## config.mk

```make
export PLATFORM = sky130hd
export DESIGN_NAME = epar_ctrl
export DESIGN_NICKNAME = d
export VERILOG_FILES = /design/src/rtl/core/epar_pkg.sv /design/src/rtl/core/epar_ctrl.sv
export SDC_FILE = /design/constraint.sdc
export NUM_CORES = 1
export LEC_CHECK = 0
export ABC_AREA = 0
export BUFFER_PORTS_ARGS = -buffer_cell sky130_fd_sc_hd__clkbuf_2
export CORE_AREA = 2 2 39 41
export CTS_BUF_LIST = sky130_fd_sc_hd__clkbuf_8
export DETAILED_ROUTE_END_ITERATION = 7
export DIE_AREA = 0 0 41 43
export GPL_ROUTABILITY_DRIVEN = 0
export MAX_ROUTING_LAYER = met4
export PLACE_DENSITY = 0.31
export RECOVER_POWER = 100
export SYNTH_ARGS = -nofsm -noshare
export SYNTH_HDL_FRONTEND = slang
export SYNTH_SLANG_ARGS = --single-unit
export TNS_END_PERCENT = 1
```

## constraint.sdc

```tcl
create_clock -name i_clk -period 1 [get_ports i_clk]
set_input_delay 0.05 -clock i_clk [delete_from_list [all_inputs] [get_ports i_clk]]
set_output_delay 0.05 -clock i_clk [all_outputs]
set_load 0.05 [all_outputs]
```

## src/rtl/core/epar_pkg.sv

```systemverilog
//------------------------------------------------------------------------------
// Endpoint address registry package
// Types, sizes and character codes shared by the registry modules.
//------------------------------------------------------------------------------
package epar_pkg;

    localparam int TABLE_DEPTH = 1024;
    localparam int ADDR_W      = (TABLE_DEPTH > 1) ? $clog2(TABLE_DEPTH) : 1;
    localparam int CNT_W       = $clog2(TABLE_DEPTH + 1);
    localparam int KEY_W       = 48;
    localparam int PART_W      = 32;
    localparam int ACC_W       = 17;
    localparam int ACC_MUL_W   = ACC_W + 4;
    localparam int ENTRY_W     = 11;
    localparam int FPOS_W      = 3;

    localparam logic [ACC_MUL_W-1:0] ACC_SAT   = ACC_MUL_W'(65536);
    localparam logic [ACC_W-1:0]     OCTET_MAX = ACC_W'(255);
    localparam logic [ACC_W-1:0]     PORT_MAX  = ACC_W'(65535);
    localparam logic [FPOS_W-1:0]    FPOS_PORT = FPOS_W'(3);
    localparam logic [FPOS_W-1:0]    FPOS_END  = FPOS_W'(4);

    localparam logic [7:0] CH_ZERO  = 8'h30;
    localparam logic [7:0] CH_NINE  = 8'h39;
    localparam logic [7:0] CH_DOT   = 8'h2E;
    localparam logic [7:0] CH_COLON = 8'h3A;

    localparam logic OP_REGISTER = 1'b0;
    localparam logic OP_LOOKUP   = 1'b1;

    typedef enum logic [2:0] {
        ST_REGISTERED = 3'd0,
        ST_DUPLICATE  = 3'd1,
        ST_NOT_FOUND  = 3'd2,
        ST_INVALID    = 3'd3,
        ST_FOUND      = 3'd4,
        ST_FULL       = 3'd5
    } t_status;

    typedef struct packed {
        logic       operation;
        logic [7:0] char_code;
        logic       last;
    } t_in_item;

    typedef struct packed {
        t_status            status;
        logic [ENTRY_W-1:0] entry_number;
    } t_out_item;

    typedef enum logic [1:0] {
        S_IDLE,
        S_SCAN,
        S_DONE
    } t_state;

    typedef struct packed {
        logic take;
        logic scan;
        logic finish;
    } t_ctl_cmd;

    typedef struct packed {
        logic scan_end;
        logic out_free;
    } t_dp_sts;

endpackage

```

## src/rtl/core/epar_ctrl.sv

```systemverilog
//------------------------------------------------------------------------------
// Endpoint address registry controller
// Sequences character intake, table scan and result hand-off.
//------------------------------------------------------------------------------
module epar_ctrl
    import epar_pkg::*;
(
    input  logic     i_clk,
    input  logic     i_rst_n,
    input  logic     i_in_valid,
    input  logic     i_in_last,
    output logic     o_in_ready,
    input  t_dp_sts  i_sts,
    output t_ctl_cmd o_cmd
);

    t_state r_state;
    t_state n_state;

    always_ff @(posedge i_clk) begin
        if (!i_rst_n) begin
            r_state <= S_IDLE;
        end else begin
            r_state <= n_state;
        end
    end

    always_comb begin
        n_state = r_state;
        unique case (r_state)
            S_IDLE: begin
                if (i_in_valid && i_in_last) begin
                    n_state = S_SCAN;
                end
            end
            S_SCAN: begin
                if (i_sts.scan_end) begin
                    n_state = S_DONE;
                end
            end
            S_DONE: begin
                if (i_sts.out_free) begin
                    n_state = S_IDLE;
                end
            end
            default: n_state = S_IDLE;
        endcase
    end

    always_comb begin
        o_cmd      = '0;
        o_in_ready = 1'b0;
        unique case (r_state)
            S_IDLE: begin
                o_in_ready = 1'b1;
                o_cmd.take = i_in_valid;
            end
            S_SCAN: begin
                o_cmd.scan = 1'b1;
            end
            S_DONE: begin
                o_cmd.finish = i_sts.out_free;
            end
            default: o_cmd = '0;
        endcase
    end

endmodule

```

Word-level counts from Yosys, hierarchy flattened
Index checks and enable logic that the tools add are counted.
- register bits after elaboration: 2
- output and inout bits: 4
- equal/unequal tests: 5
- mux-type cells: 8
- reduce and logical (&&, ||, !) cells: 3
- operators by type and width (cell ; number):
    2-to-1 mux 2 bit ; 3
    inequality test 2 bit, second input constant ; 3
    case mux 2 bit (3 select lines) ; 1
    2-to-1 mux 1 bit ; 4
    AND reduction 3 bit ; 1
    == test 2 x 1 -> 1 bit, second input constant ; 1
    == test 2 bit, second input constant ; 1
    logical NOT 2 bit ; 1
    logical AND 1 bit ; 1

Longest topological paths before layout
Gate-level depths: netlist (run 1).
- word-level depth: 3
- mapped depth: 2
- gate-level depth less buffers: 2

Least setup slack after synthesis (run 1)
No wires, ideal clock.
- path kind: reg2out
- start: reg r_state[0]
- end: out o_cmd[2] (netlist bit)
- data arrival time: 1.558 ns
- data required time: 0.950 ns
- setup slack: -0.608 ns
- stages on the path, launching flop included: 3
- cells stage by stage: dfxtp_1 > nor2_1 > and2_1
- RTL lines (what ; RTL line ; RTL):
    from (decl) ; epar_ctrl.sv:17 ; t_state r_state;
    from (signal assigned) ; epar_ctrl.sv:24 ; r_state <= n_state;
    to (decl) ; epar_ctrl.sv:14 ; output t_ctl_cmd o_cmd

==> run metrics, run 1 <==
outcome=finished, violations left; failing checks=negative setup slack; RSZ-0062 raised after global routing=yes; Hold Vio Cnt, Final=0; critical path launch point type=flop; Max Root-Sink Buffers=2; Post-Synth Adder-Cell Area=0; total wire length=~370 um; area grow syn2layout=133.0%; first-pass GRT wire length=slightly above 600 um; MaxCap Viol Count=0; # rows=14; initial core utilization=0.08770; cts bufs inserted=3; Placed Cells incl. Taps=39; CP Class=reg2out; YS warnings=0; clk root buf=clkbuf_8; Fillers=about 160; H-tree levels=1; Synth Area in XOR/XNOR=0; syn avg cell area=8.091 um2; biggest regs=r_state: 2 flops; dpl ws=between 0.009 and 0.01 ns; HP Class=in2reg; nets=35; DRC Markers=0; WP data arrival=between 0.9 and 1 ns; largest family of logic cells by synthesized area=simple AND/OR/NAND/NOR gates; Detailed Place HPWL=268.5 um; max reg flops=2; post-route ant nets=0; die width=between 40 and 50 um; r2r setup slk=around 0.06 ns; drt pass-1 iters=4; Die Area=approximately 1800 um2; die height=between 40 and 50 um; Power Dens Cells=1771 nW/um2; routed vias=~150; Leak=around 0.00012 uW; Net Count, Synth=21; worst slew pin tran=around 0.25 ns; Cell Area, Synth=~120 um2; Seq cells post-synth=2; Final Slew Violations=0; post-synth cell types=11; simple-gate share of the synthesized area=0.5052; initial antenna violation count=0; fmax=approximately 0.99 GHz; worst-case vdd ir drop=between 0.001 and 0.0015 V; Clk Latency, worst-skew pair=0.21 ns; sequential share of the synthesized area=0.3299; Std-Cell Core Area=about 1400 um2; Ports=10; Max FO, Critical Path=6; Setup-failing EPs final=1; Total Power=about 500 uW; non-filler instance count after layout=between 40 and 50; cells after synthesis=15; total track usage=0.06154; DRT iter0 DRCs=2; Synth Area in Compound Gates=0.1031; Worst Path Required=~0.95 ns; average wire per standard cell=around 8.6 um; post-route clock period utilization=1.008; Port Buf Inserts=9; Final min period=1.008 ns; fin worst setup slack=-0.007548 ns; post-route setup TNS=-0.007548 ns; CTS tree=done; Crit. End Element=output pin; Hold WS=roughly 0.075 ns; Setup Skew=between 0.004 and 0.005 ns; routed vias/inst=around 3.4; multiplexer share of the synthesized area=0; clock sinks=2; relative slew slack=0.8357; CTS clk-pin slew, worst paths=~0.030 ns; number of global-route vias before repair=149; Largest Register=r_state; global route overflow=0; antenna cell count=0; largest net degree at the start of global routing=7; layout cell share with drive strength beyond 1=0.6667
-- cell families after synthesis --
group           count (synthesis)
simple gates                   10
flops                           2
compound gates                  2
buf+inv                         1
-- layout make-up --
type | instances | area [um2] | share of cell area
sequential | 2 | 45.04 | 0.1593
tap | 16 | 20.02 | 0.07080
clock buffer | 3 | 41.29 | 0.1460
multi-input combinational | 12 | 86.33 | 0.3053
timing repair buffer | 10 | 90.09 | 0.3186
-- metal layers --
metal,up-vias,share of wire,global-route usage
met3,0,0.21,0.06283
met2,13,0.34,0.05625
met4,0,0,0.04000
met5,-,0,-
li1,74,-,-
met1,59,0.45,0.07643
-- critical path, cell delays in order (launching register included) --
cell	delay, ns
dfxtp_2	0.34
nor2_4	0.11
and2_4	0.15
clkbuf_16	0.15
-- cell usage after synthesis --
cell type	instances	share of area
or3b_1	1	0.072
nand3b_1	2	0.12
nor2_1	2	0.062
a21oi_1	1	0.041
and2_1	1	0.052
nand2_1	1	0.031
dfxtp_1	2	0.33
and2b_1	1	0.062
buf_4	1	0.062
nand2b_1	2	0.10
a21boi_1	1	0.062
-- layout by cell type (no fill, tap or decap), types with 2 or more instances in the layout --
cell type and count:
nand2b_1 2, clkbuf_8 5, clkbuf_2 5, nand3b_1 2
-- where the power goes --
part           internal [uW]  leakage [uW]  switching, uW  total, uW
sequential              83.5     0.0000175           6.65       90.1
clock                    254     0.0000216           59.0        313
combinational           46.2     0.0000851           51.3       97.5
total                    384      0.000124            117        501
-- path summary, 6_finish.rpt --
path | end | startpoint | cells past startpoint
setup / recovery | o_cmd[2] | r_state[1]$_SDFFE_PN0P_ | 3
setup reg to reg | r_state[1]$_SDFFE_PN0P_ | r_state[1]$_SDFFE_PN0P_ | 2
hold / removal | r_state[0]$_SDFFE_PN0P_ | i_rst_n | 3
hold reg to reg | r_state[0]$_SDFFE_PN0P_ | r_state[1]$_SDFFE_PN0P_ | 2
-- repair_timing --
item | in CTS | in global routing
setup buffers | 1 | 0
endpoints found under the hold margin | 0 | 0
gates resized for setup | 11 | 1
endpoints found under the setup margin | 5 | 4
pin swaps | 1 | 0
hold buffers | 0 | 0
cloned | 0 | 0
-- per-stage QoR --
stage / cell area (um2) / utilization
global placement: 190.2 / 0.1374
floorplan: 132.6 / -
CTS: 282.8 / 0.2043
finish: 282.8 / 0.2043
global route: 282.8 / 0.2043
detailed placement: 190.2 / 0.1374
No activity file was read; power rests on OpenSTA's default activity.
==> inputs of run 2 (changes only) <==
- PLACE_DENSITY: 0.31 -> not set
- PLACE_DENSITY_LB_ADDON: not set -> 0.3
==> run metrics, run 2 (synthesis gave the netlist of run 1 again) <==
total wire length=346 um (was 371 um); Post-CTS Setup Bufs=0 (was 1); post-route ant nets=0 (unchanged); number of global-route vias before repair=139 (was 149); Hold Vio Cnt, Final=0 (unchanged); Std-Cell Core Area=1384 um2 (unchanged); post-route setup TNS=0 ns (was -0.007548 ns); Power Dens Cells=1727 nW/um2 (was 1771 nW/um2); max reg flops=2 (unchanged); crit path cell chain=nor2_4 > and2_4 > clkbuf_16 (unchanged); commonest non-fill, non-tap cells in the layout=clkbuf_2, clkbuf_8 (was clkbuf_8, clkbuf_2, nand3b_1, nand2b_1); Crit. End Element=output pin (unchanged); DRC Markers=0 (unchanged); Setup Skew=0.002846 ns (was 0.004162 ns); antenna cell count=0 (unchanged); DRT iter0 DRCs=4 (was 2); fmax=1.000 GHz (was 0.9925 GHz); outcome=finished, final reports clean (was finished, violations left); non-filler instance count after layout=43 (unchanged); Ports=10 (unchanged); post-layout util=0.2080 (was 0.2043); WP buf/inv=1 (unchanged); Leak=0.0001246 uW (was 0.0001242 uW); relative slew slack=0.8370 (was 0.8357); Final Slew Violations=0 (unchanged); # rows=14 (unchanged); Crit path largest cell delay=0.35 ns (was 0.34 ns); global route overflow=0 (unchanged); biggest regs=r_state: 2 flops (unchanged); CTS tree=done (unchanged); MaxCap Viol Count=0 (unchanged); H-tree levels=1 (unchanged); total track usage=0.05949 (was 0.06154); die width=41 um (unchanged); first-pass GRT wire length=607 um (unchanged); commonest non-fill, non-tap cell in the layout=clkbuf_2; critical path launch point type=flop (unchanged); post-route clock period utilization=0.9996 (was 1.008); average wire per standard cell=8.047 um (was 8.628 um); Port Buf Inserts=9 (unchanged); CP Class=reg2out (unchanged); layout cell share with drive strength beyond 1=0.6667 (unchanged); routed vias=139 (was 146); dpl ws=0.03054 ns (was 0.009155 ns); Crit path max-delay family=flip-flops (unchanged); Setup-failing EPs final=0 (was 1); fin worst setup slack=0.0004290 ns (was -0.007548 ns); routed vias/inst=3.233 (was 3.395); Final min period=0.9996 ns (was 1.008 ns); worst-case vdd ir drop=0.001133 V (was 0.001044 V); HP Class=in2reg (unchanged); RSZ-0062 raised after global routing=yes (unchanged); initial core utilization=0.08770 (unchanged); CTS clk-pin slew, worst paths=0.03 ns (about the same); largest net degree at the start of global routing=7 (unchanged); die height=43 um (unchanged); drt pass-1 iters=2 (was 4); Fillers=148 (was 159); Max Root-Sink Buffers=2 (unchanged); cts bufs inserted=3 (unchanged); Placed Cells incl. Taps=41 (was 39); Largest Register=r_state (unchanged); worst slew pin tran=0.2462 ns (was 0.2482 ns); WP data arrival=0.95 ns (was 0.96 ns); Clk Latency, worst-skew pair=0.21 ns (about the same); Detailed Place HPWL=281.5 um (was 268.5 um); area grow syn2layout=137.1% (was 133.0%); initial antenna violation count=0 (unchanged); clock sinks=2 (unchanged); CP max-delay cell=dfxtp_4 (was dfxtp_2); Max FO, Critical Path=6 (unchanged); clk root buf=clkbuf_8 (unchanged); nets=35 (unchanged); Die Area=1763 um2 (unchanged); Worst Path Required=0.95 ns (about the same)
==> run 2: per-stage QoR <==
stage	total power (uW)	instance area, um2	hold WS (ns)
global route	531.0	287.8	0.07711
floorplan	146.3	132.6	0.1798
finish	497.0	287.8	0.06191
global placement	170.6	205.2	0.2935
detailed placement	170.1	205.2	0.2900
CTS	507.5	282.8	0.06294
==> run 2: per-layer routing <==
| metal | GRT usage | vias to the layer above | share of wire |
|---|---|---|---|
| met5 | - | - | 0 |
| met4 | 0.04000 | 0 | 0 |
| met3 | 0.06806 | 0 | 0.18 |
| met2 | 0.04688 | 13 | 0.29 |
| met1 | 0.07643 | 52 | 0.52 |
| li1 | - | 74 | - |
==> run 2: timing repair <==
item / in CTS / in global routing
hold buffers: 0 / 0
pin swaps: 1 / 1
endpoints found under the hold margin: 0 / 0
resized for setup: 11 / 4
setup endpoints to repair: 4 / 4
==> run 2: where the power goes <==
group	switching, uW	internal [uW]	leakage (uW)
clock network	56.6	254	0.0000216
logic	51.4	47.5	0.0000852
registers	6.22	81.5	0.0000178
==> run 2: final timing paths <==
| path | start | cells after the start | end | slack, ns |
|---|---|---|---|---|
| worst max-delay path | r_state[1]$_SDFFE_PN0P_ | 3 | o_cmd[2] | 0.0004 |
| worst max register to register | r_state[0]$_SDFFE_PN0P_ | 2 | r_state[1]$_SDFFE_PN0P_ | 0.06 |
| worst min-delay path | i_rst_n | 3 | r_state[0]$_SDFFE_PN0P_ | 0.06 |
| worst min register to register | r_state[1]$_SDFFE_PN0P_ | 2 | r_state[0]$_SDFFE_PN0P_ | 0.53 |
==> run 2: area by class of cell <==
type,instances,area (um2),share of cell area
multi-input combinational,12,86.33,0.3000
sequential,2,47.55,0.1652
timing repair buffer,10,92.59,0.3217
tap,16,20.02,0.06957
clock buffer,3,41.29,0.1435
==> run 2: worst register-to-register path: stages (launching register included) <==
cell      delay [ns]
dfxtp_4         0.35
or3b_1          0.37
a21boi_0        0.14
==> inputs of run 3 (changes only) <==
- PLACE_DENSITY: not set -> 0.34
- PLACE_DENSITY_LB_ADDON: 0.3 -> not set
==> run metrics, run 3 (synthesis gave the netlist of run 1 again) <==
fmax=0.9974 GHz (was 1.000 GHz); relative slew slack=0.8361 (was 0.8370); max reg flops=2 (unchanged); post-layout util=0.1998 (was 0.2080); DRC Markers=0 (unchanged); CTS Hold Bufs=0 (unchanged); total track usage=0.03897 (was 0.05949); clock sinks=2 (unchanged); Die Area=1763 um2 (unchanged); Final min period=1.003 ns (was 0.9996 ns); Comb pwr share=0.192 (was 0.199); CP Class=reg2out (unchanged); die height=43 um (unchanged); WP data arrival=0.95 ns (about the same); CP max-delay cell=dfxtp_4 (unchanged); area grow syn2layout=127.8% (was 137.1%); post-route ant nets=0 (unchanged); MaxCap Viol Count=0 (unchanged); cts bufs inserted=3 (unchanged); Final Slew Violations=0 (unchanged); initial antenna violation count=0 (unchanged); Internal Power=379.4 uW (was 382.8 uW); H-tree levels=1 (unchanged); Clk Latency, worst-skew pair=0.21 ns (about the same); Largest Register=r_state (unchanged); routed vias/inst=3.238 (was 3.233); initial core utilization=0.08770 (unchanged); drt pass-1 iters=2 (unchanged); Max FO, Critical Path=6 (unchanged); total wire length=302 um (was 346 um); HP Class=in2reg (unchanged); Crit. End Element=output pin (unchanged); Net Switching=109.5 uW (was 114.3 uW); Leak=0.0001182 uW (was 0.0001246 uW); nets=34 (was 35); Worst Path Required=0.95 ns (about the same); worst slew pin tran=0.2476 ns (was 0.2462 ns); non-filler instance count after layout=42 (was 43); biggest regs=r_state: 2 flops (unchanged); Post-CTS Setup Bufs=0 (unchanged); Port Buf Inserts=9 (unchanged); average wire per standard cell=7.190 um (was 8.047 um); clk root buf=clkbuf_8 (unchanged); Setup-failing EPs final=1 (was 0); worst-case vdd ir drop=0.0004586 V (was 0.001133 V); Clock power frac=0.627 (was 0.625); Detailed Place HPWL=257.3 um (was 281.5 um); Std-Cell Core Area=1384 um2 (unchanged); CTS clk-pin slew, worst paths=0.03 ns (about the same); Placed Cells incl. Taps=39 (was 41); die width=41 um (unchanged); first-pass GRT wire length=448 um (was 607 um); critical path launch point type=flop (unchanged); Max Root-Sink Buffers=2 (unchanged); crit path cell chain=nor2_4 > and2_4 > clkbuf_16 (unchanged); layout cell share with drive strength beyond 1=0.6538 (was 0.6667); number of global-route vias before repair=130 (was 139); outcome=finished, violations left (was finished, final reports clean); routed vias=136 (was 139); RSZ-0062 raised after global routing=yes (unchanged); sequential share of power=0.181 (was 0.176); net switching share of the total power=0.2240 (was 0.2299); CTS tree=done (unchanged); fin worst setup slack=-0.002582 ns (was 0.0004290 ns); DRT iter0 DRCs=1 (was 4); Hold Vio Cnt, Final=0 (unchanged); Ports=10 (unchanged); failing checks=negative setup slack; antenna cell count=0 (unchanged); largest net degree at the start of global routing=8 (was 7); Power Dens Cells=1768 nW/um2 (was 1727 nW/um2); commonest non-fill, non-tap cell in the layout=clkbuf_2 (unchanged); Setup Skew=0.001480 ns (was 0.002846 ns); commonest non-fill, non-tap cells in the layout=clkbuf_2, clkbuf_8, nand3b_1, nand2b_1, dfxtp_4 (was clkbuf_2, clkbuf_8); # rows=14 (unchanged); global route overflow=0 (unchanged); Crit path largest cell delay=0.35 ns (about the same); post-route clock period utilization=1.003 (was 0.9996)
-- run 3: changes by cell type in the layout (fill, tap and decap cells not counted) --
cell / previous run / this run
buf_4: 1 / 0
buf_6: 0 / 1
buf_8: 2 / 1
-- run 3: path summary, 6_finish.rpt --
| check | slack (ns) | cells past startpoint | start | endpoint |
|---|---|---|---|---|
| worst max register to register | 0.03 | 2 | r_state[0]$_SDFFE_PN0P_ | r_state[1]$_SDFFE_PN0P_ |
| worst max-delay path | -0.003 | 3 | r_state[1]$_SDFFE_PN0P_ | o_cmd[2] |
| worst min register to register | 0.52 | 2 | r_state[0]$_SDFFE_PN0P_ | r_state[0]$_SDFFE_PN0P_ |
| worst min-delay path | 0.07 | 3 | i_rst_n | r_state[0]$_SDFFE_PN0P_ |
-- run 3: critical path: cells and delay by family, from the launching register on --
family | cells | cell delay, ns
DFF | 1 | 0.35
buffers and inverters | 1 | 0.15
and+or+nand+nor | 2 | 0.24
-- run 3: final cells by class --
class,count,area (um2)
clock buffers,3,41.29
multi-input cells,12,86.33
fillers,159,1107
well taps,16,20.02
flip-flops and latches,2,47.55
repair buffers,9,81.33
-- run 3: stage by stage --
stage / instance area [um2] / power [uW] / worst slack (ns) / hold WS, ns / TNS (ns)
finish: 276.5 / 488.8 / -0.002582 / 0.07061 / -0.002582
CTS: 271.5 / 499.8 / -0.01461 / 0.07269 / -0.01461
global route: 276.5 / 515.4 / -0.03133 / 0.1113 / -0.04660
global placement: 190.2 / 164.7 / 0.01200 / 0.2918 / 0
floorplan: 132.6 / 146.3 / -0.08113 / 0.1798 / -0.08113
detailed placement: 190.2 / 165.6 / -0.01217 / 0.2974 / -0.01217
-- run 3: power by group through the flow --
stage | registers, uW | logic [uW] | clock network, uW
floorplan | 90.8 | 55.5 | 0
global placement | 92.3 | 72.4 | 0
detailed placement | 92.4 | 73.2 | 0
CTS | 88.7 | 92.7 | 318
global route | 89.6 | 99.8 | 326
finish | 88.5 | 93.8 | 307
-- run 3: repair_timing --
item | 4_1_cts | 5_1_grt
endpoints found under the setup margin | 5 | 4
gates resized for setup | 11 | 4
pin swaps | 2 | 0
-- run 3: metal layers --
metal  routed length [um]  vias up  track usage
met5                    0        -            -
met4                    0        0      0.02000
met3                   29        0      0.01571
met2                  157        6      0.05938
met1                  115       58      0.04140
li1                     -       72            -
